**config.mk**
```make
export PLATFORM = sky130hd
export DESIGN_NAME = riff_wave_chunk_parser_core_flat
export DESIGN_NICKNAME = d
export VERILOG_FILES = /design/src/hw/rtl/rwcp_pkg.sv /design/src/hw/rtl/rwcp_if.sv /design/src/hw/rtl/rwcp_parse.sv /design/src/hw/rtl/rwcp_out_reg.sv /design/src/hw/rtl/riff_wave_chunk_parser_core.sv /design/src/flat_wrapper.sv
export SDC_FILE = /design/constraint.sdc
export NUM_CORES = 1
export LEC_CHECK = 0
export ABC_AREA = 1
export BUFFER_PORTS_ARGS = -buffer_cell sky130_fd_sc_hd__buf_2
export CAP_MARGIN = 20
export CORE_MARGIN = 5
export CORE_UTILIZATION = 56
export DETAILED_ROUTE_END_ITERATION = 6
export PLACE_DENSITY = 0.75
export SETUP_SLACK_MARGIN = 0.02
export SLEW_MARGIN = 20
export SYNTH_ARGS = -nofsm -noshare
export SYNTH_HDL_FRONTEND = slang
export SYNTH_SLANG_ARGS = --single-unit
```
**constraint.sdc**
```tcl
create_clock -name i_clk -period 3.7 [get_ports i_clk]
set_clock_uncertainty 0.2 [all_clocks]
set_input_delay 0.37 -clock i_clk [delete_from_list [all_inputs] [get_ports i_clk]]
set_output_delay 0.37 -clock i_clk [all_outputs]
set_load 0.01 [all_outputs]
```
**src/hw/rtl/rwcp_pkg.sv**
```systemverilog
// Shared types and constants for the RIFF/WAVE chunk parser.
package rwcp_pkg;

    // Tags, compared as big-endian 32-bit words.
    localparam logic [31:0] TAG_RIFF = 32'h5249_4646;
    localparam logic [31:0] TAG_WAVE = 32'h5741_5645;
    localparam logic [31:0] TAG_FMT  = 32'h666D_7420;
    localparam logic [31:0] TAG_DATA = 32'h6461_7461;

    // Format chunk layout.
    localparam logic [31:0] FMT_MIN_SIZE      = 32'd16;
    localparam logic [2:0]  FMT_SKIPPED_BYTES = 3'd6;
    localparam logic [15:0] FMT_CODE_PCM      = 16'd1;

    // Result kinds.
    localparam logic [1:0] KIND_FORMAT = 2'd0;
    localparam logic [1:0] KIND_DATA   = 2'd1;
    localparam logic [1:0] KIND_ERROR  = 2'd2;

    // Error codes.
    localparam logic ERR_INVALID     = 1'b0;
    localparam logic ERR_UNSUPPORTED = 1'b1;

    // Kind of the chunk being walked.
    typedef enum logic [1:0] {
        CK_OTHER = 2'd0,
        CK_FMT   = 2'd1,
        CK_DATA  = 2'd2
    } t_chunk_kind;

    // Parser phase, one-hot.
    typedef enum logic [12:0] {
        PH_RIFF_TAG   = 13'b0_0000_0000_0001,
        PH_RIFF_SIZE  = 13'b0_0000_0000_0010,
        PH_WAVE_TAG   = 13'b0_0000_0000_0100,
        PH_CHUNK_ID   = 13'b0_0000_0000_1000,
        PH_CHUNK_SIZE = 13'b0_0000_0001_0000,
        PH_FMT_CODE   = 13'b0_0000_0010_0000,
        PH_FMT_CHAN   = 13'b0_0000_0100_0000,
        PH_FMT_RATE   = 13'b0_0000_1000_0000,
        PH_FMT_IGNORE = 13'b0_0001_0000_0000,
        PH_FMT_BITS   = 13'b0_0010_0000_0000,
        PH_SKIP       = 13'b0_0100_0000_0000,
        PH_DATA       = 13'b0_1000_0000_0000,
        PH_HALT       = 13'b1_0000_0000_0000
    } t_phase;

    // One result item.
    typedef struct packed {
        logic [1:0]  kind;
        logic [7:0]  payload_byte;
        logic        chunk_last;
        logic [15:0] channel_count;
        logic [31:0] rate_hz;
        logic [15:0] sample_bits;
        logic        err_cause;
    } t_result;

    // Handshake between the parse stage and the result register.
    typedef struct packed {
        logic take;
        logic has_result;
    } t_step_ctl;

endpackage

```
**src/hw/rtl/rwcp_if.sv**
```systemverilog
// Request channels of the RIFF/WAVE chunk parser: input bytes and results.
interface rwcp_byte_if;
    logic       valid;
    logic       ready;
    logic [7:0] in_byte;

    modport source (output valid, output in_byte, input ready);
    modport sink (input valid, input in_byte, output ready);
endinterface

interface rwcp_res_if;
    logic        valid;
    logic        ready;
    logic [1:0]  kind;
    logic [7:0]  payload_byte;
    logic        chunk_last;
    logic [15:0] channel_count;
    logic [31:0] rate_hz;
    logic [15:0] sample_bits;
    logic        err_cause;

    modport source (output valid, output kind, output payload_byte, output chunk_last,
                    output channel_count, output rate_hz, output sample_bits,
                    output err_cause, input ready);
    modport sink (input valid, input kind, input payload_byte, input chunk_last,
                  input channel_count, input rate_hz, input sample_bits,
                  input err_cause, output ready);
endinterface

```
**src/hw/rtl/rwcp_parse.sv**
```systemverilog
// Parser state machine: consumes one file byte per step and forms its result.
module rwcp_parse import rwcp_pkg::*; (
    input  logic       i_clk,
    input  logic       i_rst_n,
    input  logic       i_step,
    input  logic [7:0] i_byte,
    output logic       o_has_result,
    output t_result    o_result
);

    t_phase      r_phase, n_phase;
    logic [2:0]  r_cnt, n_cnt;
    logic [31:0] r_shift, n_shift;
    t_chunk_kind r_ckind, n_ckind;
    logic [31:0] r_chunk_rem, n_chunk_rem;
    logic [31:0] r_riff_rem, n_riff_rem;
    logic [15:0] r_channels, n_channels;
    logic [31:0] r_rate, n_rate;

    logic [2:0]  cnt_inc;
    logic [31:0] shift_be;
    logic [31:0] shift_le;
    logic [31:0] chunk_dec;
    t_phase      chunk_end_phase;

    // Field assembly helpers shared by the phases.
    assign cnt_inc   = r_cnt + 3'd1;
    assign shift_be  = {r_shift[23:0], i_byte};
    assign shift_le  = {i_byte, r_shift[31:8]};
    assign chunk_dec = (r_chunk_rem != 32'd0) ? r_chunk_rem - 32'd1 : r_chunk_rem;

    // Next state and result for the byte at the input.
    always_comb begin
        n_phase      = r_phase;
        n_cnt        = r_cnt;
        n_shift      = r_shift;
        n_ckind      = r_ckind;
        n_chunk_rem  = r_chunk_rem;
        n_riff_rem   = r_riff_rem;
        n_channels   = r_channels;
        n_rate       = r_rate;
        o_has_result = 1'b0;
        o_result     = '0;

        // The RIFF body counts down on every chunk byte after the WAVE tag, stopping at zero.
        if (r_phase inside {PH_CHUNK_ID, PH_CHUNK_SIZE, PH_FMT_CODE, PH_FMT_CHAN,
                            PH_FMT_RATE, PH_FMT_IGNORE, PH_FMT_BITS, PH_SKIP, PH_DATA}
            && r_riff_rem != 32'd0) begin
            n_riff_rem = r_riff_rem - 32'd1;
        end
        chunk_end_phase = (n_riff_rem == 32'd0) ? PH_RIFF_TAG : PH_CHUNK_ID;

        unique case (r_phase)
            PH_RIFF_TAG: begin
                n_shift = shift_be;
                n_cnt   = cnt_inc;
                if (cnt_inc == 3'd4) begin
                    n_cnt   = '0;
                    n_shift = '0;
                    if (shift_be != TAG_RIFF) begin
                        n_phase            = PH_HALT;
                        o_has_result       = 1'b1;
                        o_result.kind      = KIND_ERROR;
                        o_result.err_cause = ERR_INVALID;
                    end else begin
                        n_phase = PH_RIFF_SIZE;
                    end
                end
            end
            PH_RIFF_SIZE: begin
                n_shift = shift_le;
                n_cnt   = cnt_inc;
                if (cnt_inc == 3'd4) begin
                    n_riff_rem = (shift_le >= 32'd4) ? shift_le - 32'd4 : 32'd0;
                    n_phase    = PH_WAVE_TAG;
                    n_cnt      = '0;
                    n_shift    = '0;
                end
            end
            PH_WAVE_TAG: begin
                n_shift = shift_be;
                n_cnt   = cnt_inc;
                if (cnt_inc == 3'd4) begin
                    n_cnt   = '0;
                    n_shift = '0;
                    if (shift_be != TAG_WAVE) begin
                        n_phase            = PH_HALT;
                        o_has_result       = 1'b1;
                        o_result.kind      = KIND_ERROR;
                        o_result.err_cause = ERR_UNSUPPORTED;
                    end else begin
                        n_phase = chunk_end_phase;
                    end
                end
            end
            PH_CHUNK_ID: begin
                n_shift = shift_be;
                n_cnt   = cnt_inc;
                if (cnt_inc == 3'd4) begin
                    n_cnt   = '0;
                    n_shift = '0;
                    if (shift_be == TAG_RIFF) begin
                        n_phase            = PH_HALT;
                        o_has_result       = 1'b1;
                        o_result.kind      = KIND_ERROR;
                        o_result.err_cause = ERR_INVALID;
                    end else begin
                        n_ckind = (shift_be == TAG_FMT)  ? CK_FMT :
                                  (shift_be == TAG_DATA) ? CK_DATA : CK_OTHER;
                        n_phase = PH_CHUNK_SIZE;
                    end
                end
            end
            PH_CHUNK_SIZE: begin
                n_shift = shift_le;
                n_cnt   = cnt_inc;
                if (cnt_inc == 3'd4) begin
                    n_cnt   = '0;
                    n_shift = '0;
                    if (r_ckind == CK_FMT) begin
                        if (shift_le < FMT_MIN_SIZE) begin
                            n_phase            = PH_HALT;
                            o_has_result       = 1'b1;
                            o_result.kind      = KIND_ERROR;
                            o_result.err_cause = ERR_INVALID;
                        end else begin
                            n_chunk_rem = shift_le - FMT_MIN_SIZE;
                            n_phase     = PH_FMT_CODE;
                        end
                    end else begin
                        n_chunk_rem = shift_le;
                        if (shift_le == 32'd0) begin
                            n_phase = chunk_end_phase;
                        end else if (r_ckind == CK_DATA) begin
                            n_phase = PH_DATA;
                        end else begin
                            n_phase = PH_SKIP;
                        end
                    end
                end
            end
            PH_FMT_CODE: begin
                n_shift = shift_le;
                n_cnt   = cnt_inc;
                if (cnt_inc == 3'd2) begin
                    n_cnt   = '0;
                    n_shift = '0;
                    if (shift_le[31:16] != FMT_CODE_PCM) begin
                        n_phase            = PH_HALT;
                        o_has_result       = 1'b1;
                        o_result.kind      = KIND_ERROR;
                        o_result.err_cause = ERR_UNSUPPORTED;
                    end else begin
                        n_phase = PH_FMT_CHAN;
                    end
                end
            end
            PH_FMT_CHAN: begin
                n_shift = shift_le;
                n_cnt   = cnt_inc;
                if (cnt_inc == 3'd2) begin
                    n_channels = shift_le[31:16];
                    n_phase    = PH_FMT_RATE;
                    n_cnt      = '0;
                    n_shift    = '0;
                end
            end
            PH_FMT_RATE: begin
                n_shift = shift_le;
                n_cnt   = cnt_inc;
                if (cnt_inc == 3'd4) begin
                    n_rate  = shift_le;
                    n_phase = PH_FMT_IGNORE;
                    n_cnt   = '0;
                    n_shift = '0;
                end
            end
            PH_FMT_IGNORE: begin
                // Byte rate and block align are not kept.
                n_cnt = cnt_inc;
                if (cnt_inc == FMT_SKIPPED_BYTES) begin
                    n_phase = PH_FMT_BITS;
                    n_cnt   = '0;
                    n_shift = '0;
                end
            end
            PH_FMT_BITS: begin
                n_shift = shift_le;
                n_cnt   = cnt_inc;
                if (cnt_inc == 3'd2) begin
                    n_cnt                  = '0;
                    n_shift                = '0;
                    o_has_result           = 1'b1;
                    o_result.kind          = KIND_FORMAT;
                    o_result.channel_count = r_channels;
                    o_result.rate_hz       = r_rate;
                    o_result.sample_bits   = shift_le[31:16];
                    n_phase = (r_chunk_rem != 32'd0) ? PH_SKIP : chunk_end_phase;
                end
            end
            PH_SKIP: begin
                n_chunk_rem = chunk_dec;
                if (chunk_dec == 32'd0) begin
                    n_phase = chunk_end_phase;
                    n_cnt   = '0;
                    n_shift = '0;
                end
            end
            PH_DATA: begin
                o_has_result          = 1'b1;
                o_result.kind         = KIND_DATA;
                o_result.payload_byte = i_byte;
                o_result.chunk_last   = (r_chunk_rem <= 32'd1);
                n_chunk_rem           = chunk_dec;
                if (chunk_dec == 32'd0) begin
                    n_phase = chunk_end_phase;
                    n_cnt   = '0;
                    n_shift = '0;
                end
            end
            default: begin
                // Halted after an error: bytes are consumed silently.
                n_phase = r_phase;
            end
        endcase
    end

    // State registers advance only when a byte is consumed.
    always_ff @(posedge i_clk) begin
        if (!i_rst_n) begin
            r_phase     <= PH_RIFF_TAG;
            r_cnt       <= '0;
            r_shift     <= '0;
            r_ckind     <= CK_OTHER;
            r_chunk_rem <= '0;
            r_riff_rem  <= '0;
            r_channels  <= '0;
            r_rate      <= '0;
        end else if (i_step) begin
            r_phase     <= n_phase;
            r_cnt       <= n_cnt;
            r_shift     <= n_shift;
            r_ckind     <= n_ckind;
            r_chunk_rem <= n_chunk_rem;
            r_riff_rem  <= n_riff_rem;
            r_channels  <= n_channels;
            r_rate      <= n_rate;
        end
    end

endmodule

```
**src/hw/rtl/rwcp_out_reg.sv**
```systemverilog
// Result register that drives the output channel.
module rwcp_out_reg import rwcp_pkg::*; (
    input  logic       i_clk,
    input  logic       i_rst_n,
    input  t_step_ctl  i_ctl,
    input  t_result    i_result,
    output logic       o_free,
    rwcp_res_if.source o_out
);

    logic    r_valid;
    t_result r_result;

    // The slot can be refilled when empty or when its request leaves now.
    assign o_free = !r_valid || o_out.ready;

    always_ff @(posedge i_clk) begin
        if (!i_rst_n) begin
            r_valid <= 1'b0;
        end else if (i_ctl.take) begin
            r_valid <= i_ctl.has_result;
        end else if (o_out.ready) begin
            r_valid <= 1'b0;
        end
    end

    // Payload is loaded only with a fresh result.
    always_ff @(posedge i_clk) begin
        if (i_ctl.take && i_ctl.has_result) begin
            r_result <= i_result;
        end
    end

    assign o_out.valid         = r_valid;
    assign o_out.kind          = r_result.kind;
    assign o_out.payload_byte  = r_result.payload_byte;
    assign o_out.chunk_last    = r_result.chunk_last;
    assign o_out.channel_count = r_result.channel_count;
    assign o_out.rate_hz       = r_result.rate_hz;
    assign o_out.sample_bits   = r_result.sample_bits;
    assign o_out.err_cause     = r_result.err_cause;

endmodule

```
**src/hw/rtl/riff_wave_chunk_parser_core.sv**
```systemverilog
// RIFF/WAVE chunk parser: byte in, at most one result out; one byte per cycle unless held.
//
// The core takes a RIFF/WAVE file one byte per request and sustains one byte per clock
// cycle while the output register is free: each byte passes an input register, is parsed
// combinationally by the state machine, and its result (if any) is loaded into the output
// register when the byte is parsed, from where it can be taken.
// It checks the RIFF and WAVE tags, walks chunks,
// reports the PCM format of the fmt chunk as one format result, passes data chunk bytes
// through with the last one flagged, and skips other chunks. When the RIFF body is used
// up at a chunk boundary it expects a new RIFF tag. Any error is reported once and the
// core then swallows all further bytes without results until reset. Input is only held
// off while the output register holds a result that is not taken.
module riff_wave_chunk_parser_core import rwcp_pkg::*; (
    input  logic       i_clk,
    input  logic       i_rst_n,
    rwcp_byte_if.sink  i_in,
    rwcp_res_if.source o_out
);

    logic       r_in_valid;
    logic [7:0] r_in_byte;
    logic       out_free;
    logic       step;
    logic       has_result;
    t_result    result;
    t_step_ctl  ctl;

    // Input register: refilled when empty or when its byte is parsed now.
    assign step       = r_in_valid && out_free;
    assign i_in.ready = !r_in_valid || out_free;

    always_ff @(posedge i_clk) begin
        if (!i_rst_n) begin
            r_in_valid <= 1'b0;
        end else if (i_in.valid && i_in.ready) begin
            r_in_valid <= 1'b1;
        end else if (step) begin
            r_in_valid <= 1'b0;
        end
    end

    always_ff @(posedge i_clk) begin
        if (i_in.valid && i_in.ready) begin
            r_in_byte <= i_in.in_byte;
        end
    end

    // Parse stage.
    rwcp_parse u_parse (
        .i_clk        (i_clk),
        .i_rst_n      (i_rst_n),
        .i_step       (step),
        .i_byte       (r_in_byte),
        .o_has_result (has_result),
        .o_result     (result)
    );

    assign ctl.take       = step;
    assign ctl.has_result = has_result;

    // Result register.
    rwcp_out_reg u_out_reg (
        .i_clk    (i_clk),
        .i_rst_n  (i_rst_n),
        .i_ctl    (ctl),
        .i_result (result),
        .o_free   (out_free),
        .o_out    (o_out)
    );

endmodule
```
**src/flat_wrapper.sv**
```systemverilog
// flat-port wrapper written by rule: the top's interface ports become plain ports
module riff_wave_chunk_parser_core_flat import rwcp_pkg::*;
  (i_clk, i_rst_n, i_in_valid, i_in_in_byte, i_in_ready, o_out_valid, o_out_kind, o_out_payload_byte, o_out_chunk_last, o_out_channel_count, o_out_rate_hz, o_out_sample_bits, o_out_err_cause, o_out_ready);
  rwcp_byte_if i_in_i ();
  rwcp_res_if o_out_i ();
  input  logic i_clk;
  input  logic i_rst_n;
  input wire logic [$bits(i_in_i.valid)-1:0] i_in_valid;
  input wire logic [$bits(i_in_i.in_byte)-1:0] i_in_in_byte;
  output wire logic [$bits(i_in_i.ready)-1:0] i_in_ready;
  output wire logic [$bits(o_out_i.valid)-1:0] o_out_valid;
  output wire logic [$bits(o_out_i.kind)-1:0] o_out_kind;
  output wire logic [$bits(o_out_i.payload_byte)-1:0] o_out_payload_byte;
  output wire logic [$bits(o_out_i.chunk_last)-1:0] o_out_chunk_last;
  output wire logic [$bits(o_out_i.channel_count)-1:0] o_out_channel_count;
  output wire logic [$bits(o_out_i.rate_hz)-1:0] o_out_rate_hz;
  output wire logic [$bits(o_out_i.sample_bits)-1:0] o_out_sample_bits;
  output wire logic [$bits(o_out_i.err_cause)-1:0] o_out_err_cause;
  input wire logic [$bits(o_out_i.ready)-1:0] o_out_ready;
  assign i_in_i.valid = i_in_valid;
  assign i_in_i.in_byte = i_in_in_byte;
  assign i_in_ready = i_in_i.ready;
  assign o_out_valid = o_out_i.valid;
  assign o_out_kind = o_out_i.kind;
  assign o_out_payload_byte = o_out_i.payload_byte;
  assign o_out_chunk_last = o_out_i.chunk_last;
  assign o_out_channel_count = o_out_i.channel_count;
  assign o_out_rate_hz = o_out_i.rate_hz;
  assign o_out_sample_bits = o_out_i.sample_bits;
  assign o_out_err_cause = o_out_i.err_cause;
  assign o_out_i.ready = o_out_ready;
  riff_wave_chunk_parser_core u_core (.i_clk(i_clk), .i_rst_n(i_rst_n), .i_in(i_in_i), .o_out(o_out_i));
endmodule
```
# Yosys cells after proc, flatten, opt, wreduce, memory -nomap -nowiden
# Cells that the tools add are included.
[totals]
rom_bits = 0
n_memories = 0
reg_bits = 248
latchBits = 0
ramBits = 0
wordCells = 169
[op_classes]
div_mod_pow = 0
n_shift = 0
n_bitwise = 1
eq_ne = 35
magnitude_cmp = 3
n_addsub = 5
mul = 0
n_reduce_logical = 33
mux = 74
[op_table]
columns = ["op", "count"]
rows = [
  ["two-way mux 32 bit", 13],
  ["two-way mux 13 bit", 17],
  ["case mux 32 bit (5 select lines)", 1],
  ["case mux 13 bit (11 select lines)", 1],
  ["== test 32 x 31 -> 1 bit, second input constant", 3],
  ["logical NOT 32 bit", 3],
  ["!= test 32 x 31 -> 1 bit, second input constant", 2],
  ["case mux 32 bit (2 select lines)", 1],
  ["nonzero test 32 bit", 2],
  ["subtractor 32 x 1 -> 32 bit, second input constant", 2],
  ["greater-or-equal comparator 32 x 3 -> 1 bit, second input constant", 1],
  ["less-or-equal comparator 32 x 1 -> 1 bit, second input constant", 1],
  ["< comparator 32 x 5 -> 1 bit, second input constant", 1],
  ["subtractor 32 x 3 -> 32 bit, second input constant", 1],
  ["subtractor 32 x 5 -> 32 bit, second input constant", 1],
  ["two-way mux 2 bit", 13],
  ["two-way mux 12 bit", 2],
  ["two-way mux 1 bit", 16],
  ["!= test 16 x 1 -> 1 bit, second input constant", 1],
  ["!= test 2 x 1 -> 1 bit, second input constant", 8],
  ["== test 13 x 1 -> 1 bit, second input constant", 1],
  ["== test 13 x 10 -> 1 bit, second input constant", 1],
  ["== test 13 x 11 -> 1 bit, second input constant", 1],
  ["== test 13 x 12 -> 1 bit, second input constant", 1],
  ["38 further kinds", 57],
]

# Longest topological paths before layout
# Gate-level depths: netlist of run 1.
[depth]
depth_word = 10
ltp_mapped = 21
mapped_depth_nobuf = 20

# Hierarchy
# A second synthesis of run 1 with hierarchy kept.
[hier_totals]
cells_unflattened = 2150
area_unflattened_um2 = 14692.8
[by_module_without_submodules]
columns = ["mod", "seq_area_each_um2", "n_inst", "area_each_um2", "cells_each"]
rows = [
  ["rwcp_parse", 3243.1, 1, 12056.6, 2048],
  ["rwcp_out_reg", 2302.2, 1, 2337.2, 85],
  ["riff_wave_chunk_parser_core", 260.2, 1, 299.0, 17],
]

# Worst setup path after synthesis of run 1
# OpenSTA, ideal clock, no wires.
[synth_path]
path_type = "register -> register"
startpoint = "register u_core.u_parse.r_shift[16]"
endpoint = "register u_core.u_out_reg.r_result, in the netlist u_core.u_out_reg.o_out.channel_count[0] (enable)"
t_required_ns = 3.070
setup_time_ns = 0.430
stages_incl_launch_ff = 15
setup_slack_ns = -0.174
arrival_time_ns = 3.244
n_path_buf = 1
cell_sequence = "dfxtp_1 > clkbuf_1 > nor2_1 > inv_1 > nor3_1 > nand2_1 > nor3_1 > nand2_1 > o21ai_0 > inv_1 > nand2_1 > o2111ai_1 > nand4_1 > nand2_1 > inv_1"
[synth_between]
elab_chain_cells = 6
elab_cells_between_ends = 15
classes_between = "1 x order compare; 3 x eq/ne; 10 x mux; 1 x reduce/logical"
[synth_rtl]
columns = ["item", "line_no", "source"]
rows = [
  ["start, declared", "rwcp_parse.sv:13", "logic [31:0] r_shift, n_shift;"],
  ["start signal, assigned", "rwcp_parse.sv:242", "r_shift <= n_shift;"],
  ["< comparator 32 x 5 -> 1 bit", "rwcp_parse.sv:121", "if (shift_le < FMT_MIN_SIZE) begin"],
  ["two-way mux 1 bit", "rwcp_parse.sv:121", ""],
  ["two-way mux 1 bit", "rwcp_parse.sv:120", "if (r_ckind == CK_FMT) begin"],
  ["two-way mux 1 bit", "rwcp_parse.sv:117", "if (cnt_inc == 3'd4) begin"],
  ["case mux 1 bit (7 select lines) *", "rwcp_parse.sv:53", "unique case (r_phase)"],
  ["logical AND 1 bit *", "rwcp_out_reg.sv:29", "if (i_ctl.take && i_ctl.has_result) begin"],
  ["end signal, assigned", "rwcp_out_reg.sv:30", "r_result <= i_result;"],
  ["end, declared", "rwcp_out_reg.sv:12", "t_result r_result;"],
]
# Every way passes the cells marked *; elsewhere a longest branch is shown, timed or not.
# A chain may end at the register's enable or synchronous reset.

# Final worst setup path of run 1
[layout_path]
startpoint = "register u_core.r_in_byte[3]"
endpoint = "register u_core.u_out_reg.r_result, in the netlist u_core.u_out_reg.o_out.rate_hz[11] (enable)"
[layout_between]
elab_chain_cells = 6
elab_cells_between_ends = 18
classes_between = "1 x order compare; 4 x eq/ne; 12 x mux; 1 x reduce/logical"
[layout_rtl]
columns = ["item", "line_no", "source"]
rows = [
  ["start, declared", "riff_wave_chunk_parser_core.sv:21", "logic [7:0] r_in_byte;"],
  ["start signal, assigned", "riff_wave_chunk_parser_core.sv:44", "r_in_byte <= i_in.in_byte;"],
  ["< comparator 32 x 5 -> 1 bit", "rwcp_parse.sv:121", ""],
  ["two-way mux 1 bit", "rwcp_parse.sv:121", ""],
  ["two-way mux 1 bit", "rwcp_parse.sv:120", ""],
  ["two-way mux 1 bit", "rwcp_parse.sv:117", ""],
  ["case mux 1 bit (7 select lines) *", "rwcp_parse.sv:53", ""],
  ["logical AND 1 bit *", "rwcp_out_reg.sv:29", ""],
]
# Marks and branches as above.

==> results of run 1 <==
## through the flow
stage / setup WS (ps) / util, % / std cells / power, mW
floorplan: 335 / - / 2102 / 4.42
global placement: 8.41 / 60.4 / 2501 / 4.91
detailed placement: 130 / 60.4 / 2501 / 4.91
CTS: 94.1 / 64.5 / 2562 / 7.74
global route: 43.0 / 64.5 / 2562 / 8.11
finish: 192 / 64.5 / 2562 / 7.77
## synthesized netlist by cell type (2+ instances only)
| library cell | instances |
|---|---|
| o211ai_1 | 8 |
| nand2_1 | 426 |
| inv_2 | 5 |
| o21ai_1 | 12 |
| o311ai_0 | 2 |
| clkbuf_1 | 78 |
| a31oi_1 | 11 |
| nand3_1 | 155 |
| xor2_1 | 58 |
| nand3b_1 | 6 |
| buf_4 | 2 |
| buf_2 | 14 |
| nor2_1 | 346 |
| edfxtp_1 | 84 |
| ha_1 | 14 |
| o22ai_1 | 32 |
| nand4_1 | 29 |
| a211oi_1 | 33 |
| xnor2_1 | 7 |
| nor2_2 | 8 |
| dfxtp_1 | 164 |
| nor2_4 | 4 |
| nor3_1 | 29 |
| nor4_1 | 11 |
| inv_1 | 227 |
| clkinv_1 | 3 |
| nand2_4 | 4 |
| and2_1 | 2 |
| buf_6 | 7 |
| o21ai_0 | 122 |
| a21oi_1 | 161 |
| buf_1 | 6 |
| a221oi_1 | 9 |
| nor3_2 | 2 |
| nand2_2 | 8 |
## kinds of logic (layout without fill, tap and decap cells)
family	Yosys count	after routing	synth area share (%)
flops	248	248	40.0
simple gates	1036	1036	30.2
xor+xnor	65	65	3.92
compound gates	395	395	15.1
fa+ha+maj	14	14	1.21
buf+inv	344	469	9.54
## placed cells by master, fill, tap and decap left out, types with 3 or more instances in the layout
cell type,Yosys,layout
xor2_1,58,58
ha_1,14,13
a221oi_1,9,9
bufinv_16,0,3
inv_2,5,6
edfxtp_1,84,84
o21ai_1,12,12
o211ai_1,8,8
nand2_4,4,4
inv_1,227,224
nor2_4,4,5
xnor2_1,7,7
dfxtp_1,164,164
nor3_1,29,29
nand2_1,426,424
a21oi_1,161,161
clkinvlp_4,0,4
a211oi_1,33,33
clkinv_2,0,4
dlygate4sd3_1,0,11
a31oi_1,11,11
nor4_1,11,10
nor2_1,346,346
buf_4,2,81
nand4_1,29,29
o22ai_1,32,32
clkinv_1,3,3
clkbuf_16,0,27
nand2_2,8,10
clkbuf_1,78,5
nand3b_1,6,6
nand3_1,155,155
buf_2,14,89
clkbuf_8,0,5
o21ai_0,122,122
nor2_2,8,7
## worst max-delay path by stage
stage / to
after floorplan: u_core.u_out_reg.o_out.channel_count[0]$_SDFFCE_PN0P_
after global placement: u_core.u_out_reg.o_out.rate_hz[10]$_SDFFCE_PN0P_
after detailed placement: u_core.u_out_reg.o_out.rate_hz[10]$_SDFFCE_PN0P_
after CTS: u_core.u_out_reg.o_out.rate_hz[11]$_SDFFCE_PN0P_
after global routing: u_core.u_out_reg.o_out.rate_hz[11]$_SDFFCE_PN0P_
final: u_core.u_out_reg.o_out.rate_hz[11]$_SDFFCE_PN0P_
## worst min-delay path: stages
cell	delay [ps]
buf_2	350
nand2_1	170
a21oi_1	30
## sequential cells by signal, summed over array words and instances (netlist names), 3 cells and up
name                                  cells
u_core.u_out_reg.o_out.rate_hz           32
u_core.u_parse.r_chunk_rem               32
u_core.u_parse.r_rate                    32
u_core.u_parse.r_riff_rem                32
u_core.u_parse.r_shift                   32
u_core.u_out_reg.o_out.channel_count     16
u_core.u_out_reg.o_out.sample_bits       16
u_core.u_parse.r_channels                16
u_core.u_parse.r_phase                   13
u_core.r_in_byte                          8
u_core.u_out_reg.o_out.payload_byte       8
u_core.u_parse.r_cnt                      3
## power by group
part / switching (mW) / internal [mW]
Sequential: 0.0923 / 2.89
Combinational: 1.39 / 0.569
Clock: 1.16 / 1.67
## per-layer routing
metal / vias up / wire [um] / GRT usage, %
met5: - / 0 / 0
met4: 0 / 2070 / 12.7
met3: 157 / 5380 / 6.82
met2: 907 / 22500 / 53.3
met1: 6951 / 21000 / 47.5
li1: 7138 / - / -
## layout make-up
class,instances,area [um2]
Inverter,236,898
Tap cell,335,419
Timing Repair Buffer,183,1200
Clock buffer,37,763
Multi-Input combinational cell,1510,7370
Fill cell,2375,9130
Sequential cell,248,5810
Clock inverter,13,171
## repair_timing
action / 4_1_cts / 5_1_grt
endpoints found under the setup margin: 0 / 96
hold buffers: 11 / 0
hold endpoints to repair: 10 / 0
resized for setup: 0 / 4
==> metrics, run 1 <==
final net count=roughly 2.2k; Final min period=between 3000 and 4000 ps; critical path capture point type=register; worst hold path class=in2reg; critical path peak fanout=45; Residual DRC=0; Max Clock Freq=about 0.29 GHz; I/O Pins=90; 1st-pass router iterations=6; max-slew violations=0; R2R depth=14; Area after DPL=15600 um2; Hold Fails Final Rpt=0; R2R setup slack=190 ps; RSZ-0062 raised after global routing=no; placeable core region=~26000 um2; CTS Buffer Depth=3; Worst-Margin Slew=777 ps; crit path from=u_core.r_in_byte[3]$_DFFE_PP_; Async S/R FF share, synth=0%; Max-Slew Margin vs Limit=between 40 and 50%; synth warn=0; EDFF count, synth=84; die area=29300 um2; Detailed Route Iter0 Violations=roughly 2.2k; synth top area cells=dfxtp_1 (23%), edfxtp_1 (17%), nand2_1 (11%); Routed WL=between 50000 and 60000 um; GRT Overall Usage=roughly 34%; cell taking the most area after synthesis=dfxtp_1; Avg Inst Size Synth=just under 7 um2; WL/cell=between 15 and 20 um; #FFs+latches synth=roughly 250; Crit Path Category=reg2reg; P_leak=7.54 nW; HPWL Detailed=about 37000 um; Worst setup SP type=register; largest net degree at the start of global routing=about 100; Hold Crit Start=i_rst_n; Seq/Total Area, Yosys=between 30% and 40%; DRT antenna net count=0; Top FF cell, synth=dfxtp_1; Crit path depth=14; Setup-failing EPs final=0; power per cell area=467 nW/um2; worst-path cell chain=clkinvlp_4 > nand2_1 > nor3_1 > nand3_1 > nor3_1 > nand2_1 > o21ai_0 > inv_1 > nand2_1 > o2111ai_1 > nand4_1 > nand2_1 > clkinvlp_4 > buf_12; Worst EP required=roughly 3700 ps; Fin Setup TNS=0 ps; IR drop worst, VDD=~440 uV; Net Count, Synth=approximately 2.1k; library cells used by synthesis=48; vias=about 15k; Top Family by Delay on Critical Path=simple AND/OR/NAND/NOR gates; Hold Path Depth=3; number of global-route vias before repair=14.0k; initial antenna violation count=0; Die X=171 um; WHS=around 230 ps; row count=59; post-synth top area share=a little under a quarter; vias per inst=between 5 and 6; area added between synthesis and finish=14.5%; Post-Synthesis Cells=around 2.1k; crit-path most repeated cell=nand2_1; Synth Cell Area=~15000 um2; endpoint of the worst hold path=u_core.u_parse.r_cnt[2]$_SDFFE_PN0P_; first-pass GRT wire length=around 79000 um; crit path DAT=3540 ps; latest clock arrival within the worst-skew pair=roughly 560 ps; die height=171 um; htree depth=1; Reg2Reg Launch Point=u_core.r_in_byte[3]$_DFFE_PP_; status=completed; crit-path max cell delay=approximately 650 ps; Clock Sink Count=248; share of layout cells above drive strength 1=about an eighth; ant diodes=0; CTS Root Cell=clkbuf_16; port bufs=89; Tcrit/Tclk final=a little over nine tenths; Inserted Clock Buffers=27; Reg clk slew, reported paths=60 ps; Slowest-stage cell, CP=edfxtp_1; worst path bufs/invs=4; CTS tree=done; max_cap viols=0; Routability Congestion=~1.1; r2r endpoint=u_core.u_out_reg.o_out.rate_hz[11]$_SDFFCE_PN0P_; Post-CTS Setup Repair Bufs=0; Initial Utilization=56.4%; post-route design area=16600 um2; Overflow after GRT=0
No activity file was read; power rests on OpenSTA's default activity.
==> run 2, diff against run 1 <==
--- a/config.mk
+++ b/config.mk
@@ -7,11 +7,12 @@
 export LEC_CHECK = 0
 export ABC_AREA = 1
 export BUFFER_PORTS_ARGS = -buffer_cell sky130_fd_sc_hd__buf_2
-export CAP_MARGIN = 20
+export CAP_MARGIN = 25
 export CORE_MARGIN = 5
 export CORE_UTILIZATION = 56
 export DETAILED_ROUTE_END_ITERATION = 6
 export PLACE_DENSITY = 0.75
+export RECOVER_POWER = 50
 export SETUP_SLACK_MARGIN = 0.02
 export SLEW_MARGIN = 20
 export SYNTH_ARGS = -nofsm -noshare
==> run 2 against run 1 <==
- power is 0.38% lower
- first-iteration DRC count decreased by 5.4%
- highest routed layer unchanged
- the flow now finishes with violations (capacitance limit, slew limit)
- non-clock buffer count is 1 higher
- final area shrank 0.88%
- sequential power hardly changed
- sequential cell count unchanged
- core utilization shrank 0.57 points
- routed wire length is 0.63% higher
- critical path depth is the same
- die area did not move
- clock-buffer cell count shrank 6
- combinational power hardly changed
==> metrics, run 2 (synthesized netlist as in run 1, its figures left out) <==
Sequential cell area=5810 um2 (unchanged); IR drop worst, VDD=395 uV (-11%); Hold Fails Final Rpt=0 (unchanged); WL/cell=20.0 um (+0.59%); Routed WL=51300 um (+0.63%); 1st-pass router iterations=7 (+1); status=finished with violations; Max Clock Freq=0.289 GHz (+1.3%); worst hold path class=reg2reg; latest clock arrival within the worst-skew pair=550 ps (about the same); Worst-Margin Slew=1910 ps (+1140 ps); die height=171 um (unchanged); initial antenna violation count=0 (unchanged); failing checks=capacitance limit, slew limit; row count=59 (unchanged); Post-CTS Setup Repair Bufs=0 (unchanged); vias=15.2k (+0.49%); CTS Root Cell=clkbuf_16; Initial Utilization=56.4% (unchanged); Reg clk slew, reported paths=60 ps (about the same); share of layout cells above drive strength 1=7.63% (-4.0 points); placeable core region=25800 um2 (unchanged); DRT antenna net count=0 (unchanged); Routability Congestion=1.05 (unchanged); area added between synthesis and finish=13.5%; Clock Sink Count=248 (unchanged); most frequent cells in the layout=nand2_1 (427), nor2_1 (346), inv_1 (224), dfxtp_1 (164), a21oi_1 (161); Max-Slew Margin vs Limit=-27.5% (-76 points); P_leak=7.18 nW (-4.7%); RSZ-0062 raised after global routing=no; max-slew violations=37 (+37); I/O Pins=90 (unchanged); critical path peak fanout=45 (unchanged); Worst setup SP type=register; Hold Crit Start=u_core.u_parse.r_rate[21]$_SDFFE_PN0P_; Detailed Route Iter0 Violations=2044 (-5.4%); critical path capture point type=register; Setup-failing EPs final=0 (unchanged); port bufs=89 (unchanged); Fin Setup TNS=0 ps (unchanged); r2r endpoint=u_core.u_out_reg.o_out.rate_hz[9]$_SDFFCE_PN0P_; max_cap viols=1 (+1); HPWL Detailed=37400 um (+0.17%); commonest non-fill, non-tap cell in the layout=nand2_1; largest net degree at the start of global routing=104 (unchanged); endpoint of the worst hold path=u_core.u_parse.r_rate[21]$_SDFFE_PN0P_; post-route design area=16500 um2 (-0.88%); ant diodes=0 (unchanged); Reg2Reg Launch Point=u_core.r_in_byte[3]$_DFFE_PP_; power per cell area=470 nW/um2 (+0.51%); CTS tree=done; Crit Path Category=reg2reg; R2R depth=14 (unchanged); Fill cells=2412 (+1.6%); Die X=171 um (unchanged); Hold Path Depth=2 (-1); vias per inst=5.94 (+0.45%); Worst EP required=3730 ps (about the same); Final min period=3460 ps (-44.9 ps); htree depth=1 (unchanged); Tcrit/Tclk final=93.6% (-1.2 points); R2R setup slack=240 ps (+40 ps); multi-input logic area=7360 um2 (-0.12%); crit path DAT=3490 ps (-50 ps); die area=29300 um2 (unchanged); Area after DPL=15600 um2 (about the same); Total Power=7.74 mW (-0.38%); number of global-route vias before repair=14.1k (+0.45%); final net count=2233 (+0.045%); first-pass GRT wire length=79800 um (+1.0%); Inserted Clock Buffers=27 (unchanged); Residual DRC=0 (unchanged); GRT Overall Usage=34.4% (+0.11 points); CTS Buffer Depth=3 (unchanged); Overflow after GRT=0 (unchanged)
-- run 2: cell count changes in the layout (fill, tap and decap cells not counted), moves of 4 or more --
cell	previous run	this run
clkbuf_1	5	86
clkbuf_8	5	0
nand2_2	10	6
buf_4	81	76
buf_2	89	10
clkinv_1	3	8
-- run 2: metrics by stage --
step	worst slack [ps]	cells	utilization, %	hold slack (ps)
2_1_floorplan	335	2102	-	230
3_3_place_gp	8.41	2501	60.4	239
3_5_place_dp	210	2502	60.4	242
4_1_cts	188	2563	64.4	214
5_1_grt	13.1	2563	64.0	271
6_report	237	2563	64.0	257
-- run 2: what timing repair did --
item / 4_1_cts / 5_1_grt
setup endpoints to repair: 0 / 81
resized for setup: 0 / 4
hold buffers: 11 / 0
endpoints found under the hold margin: 10 / 0
-- run 2: routing by layer --
metal  vias to the layer above  global-route usage [%]  part of all wire, %
met3                       130                    6.31                   11
met4                         0                    11.5                  3.8
li1                       7127                       -                    -
met2                       882                    53.2                   44
met1                      7088                    48.8                   41
met5                         -                       0                    0
-- run 2: worst max-delay path, cell delays in order, from the launching register on --
cell and delay (ps):
edfxtp_1 650, clkinvlp_4 340, nand2_1 100, nor3_1 290
nand3_1 130, nor3_1 180, nand2_1 100, o21ai_0 210
inv_1 60, nand2_1 60, o2111ai_1 130, nand4_1 110
nand2_1 120, clkinvlp_4 170, buf_12 240
-- run 2: layout make-up --
cell class,instances,area share (%)
well taps,335,2.54
clock buffers,31,4.19
multi-input cells,1510,44.6
clock inverters,19,1.32
flip-flops and latches,248,35.2
inverters,236,5.45
repair buffers,184,6.63
-- run 2: worst max-delay path by stage --
stage / start / end / slack [ps] / cells past startpoint
floorplan: u_core.r_in_byte[3]$_DFFE_PP_ / u_core.u_out_reg.o_out.channel_count[0]$_SDFFCE_PN0P_ / 330 / 13
global placement: u_core.u_parse.r_phase[12]$_SDFFE_PN0P_ / u_core.u_out_reg.o_out.rate_hz[10]$_SDFFCE_PN0P_ / 8 / 12
detailed placement: u_core.r_in_byte[3]$_DFFE_PP_ / u_core.u_out_reg.o_out.rate_hz[10]$_SDFFCE_PN0P_ / 210 / 14
CTS: u_core.r_in_byte[3]$_DFFE_PP_ / u_core.u_out_reg.o_out.rate_hz[9]$_SDFFCE_PN0P_ / 190 / 14
global route: u_core.r_in_byte[3]$_DFFE_PP_ / u_core.u_out_reg.o_out.rate_hz[10]$_SDFFCE_PN0P_ / 10 / 14
finish: u_core.r_in_byte[3]$_DFFE_PP_ / u_core.u_out_reg.o_out.rate_hz[9]$_SDFFCE_PN0P_ / 240 / 14
-- run 2: power by group --
part           leakage [nW]  total (mW)  internal (mW)  switching (mW)
logic                  4.47        1.96          0.568            1.39
clock network         0.440        2.80           1.63            1.17
registers              2.27        2.98           2.89          0.0931
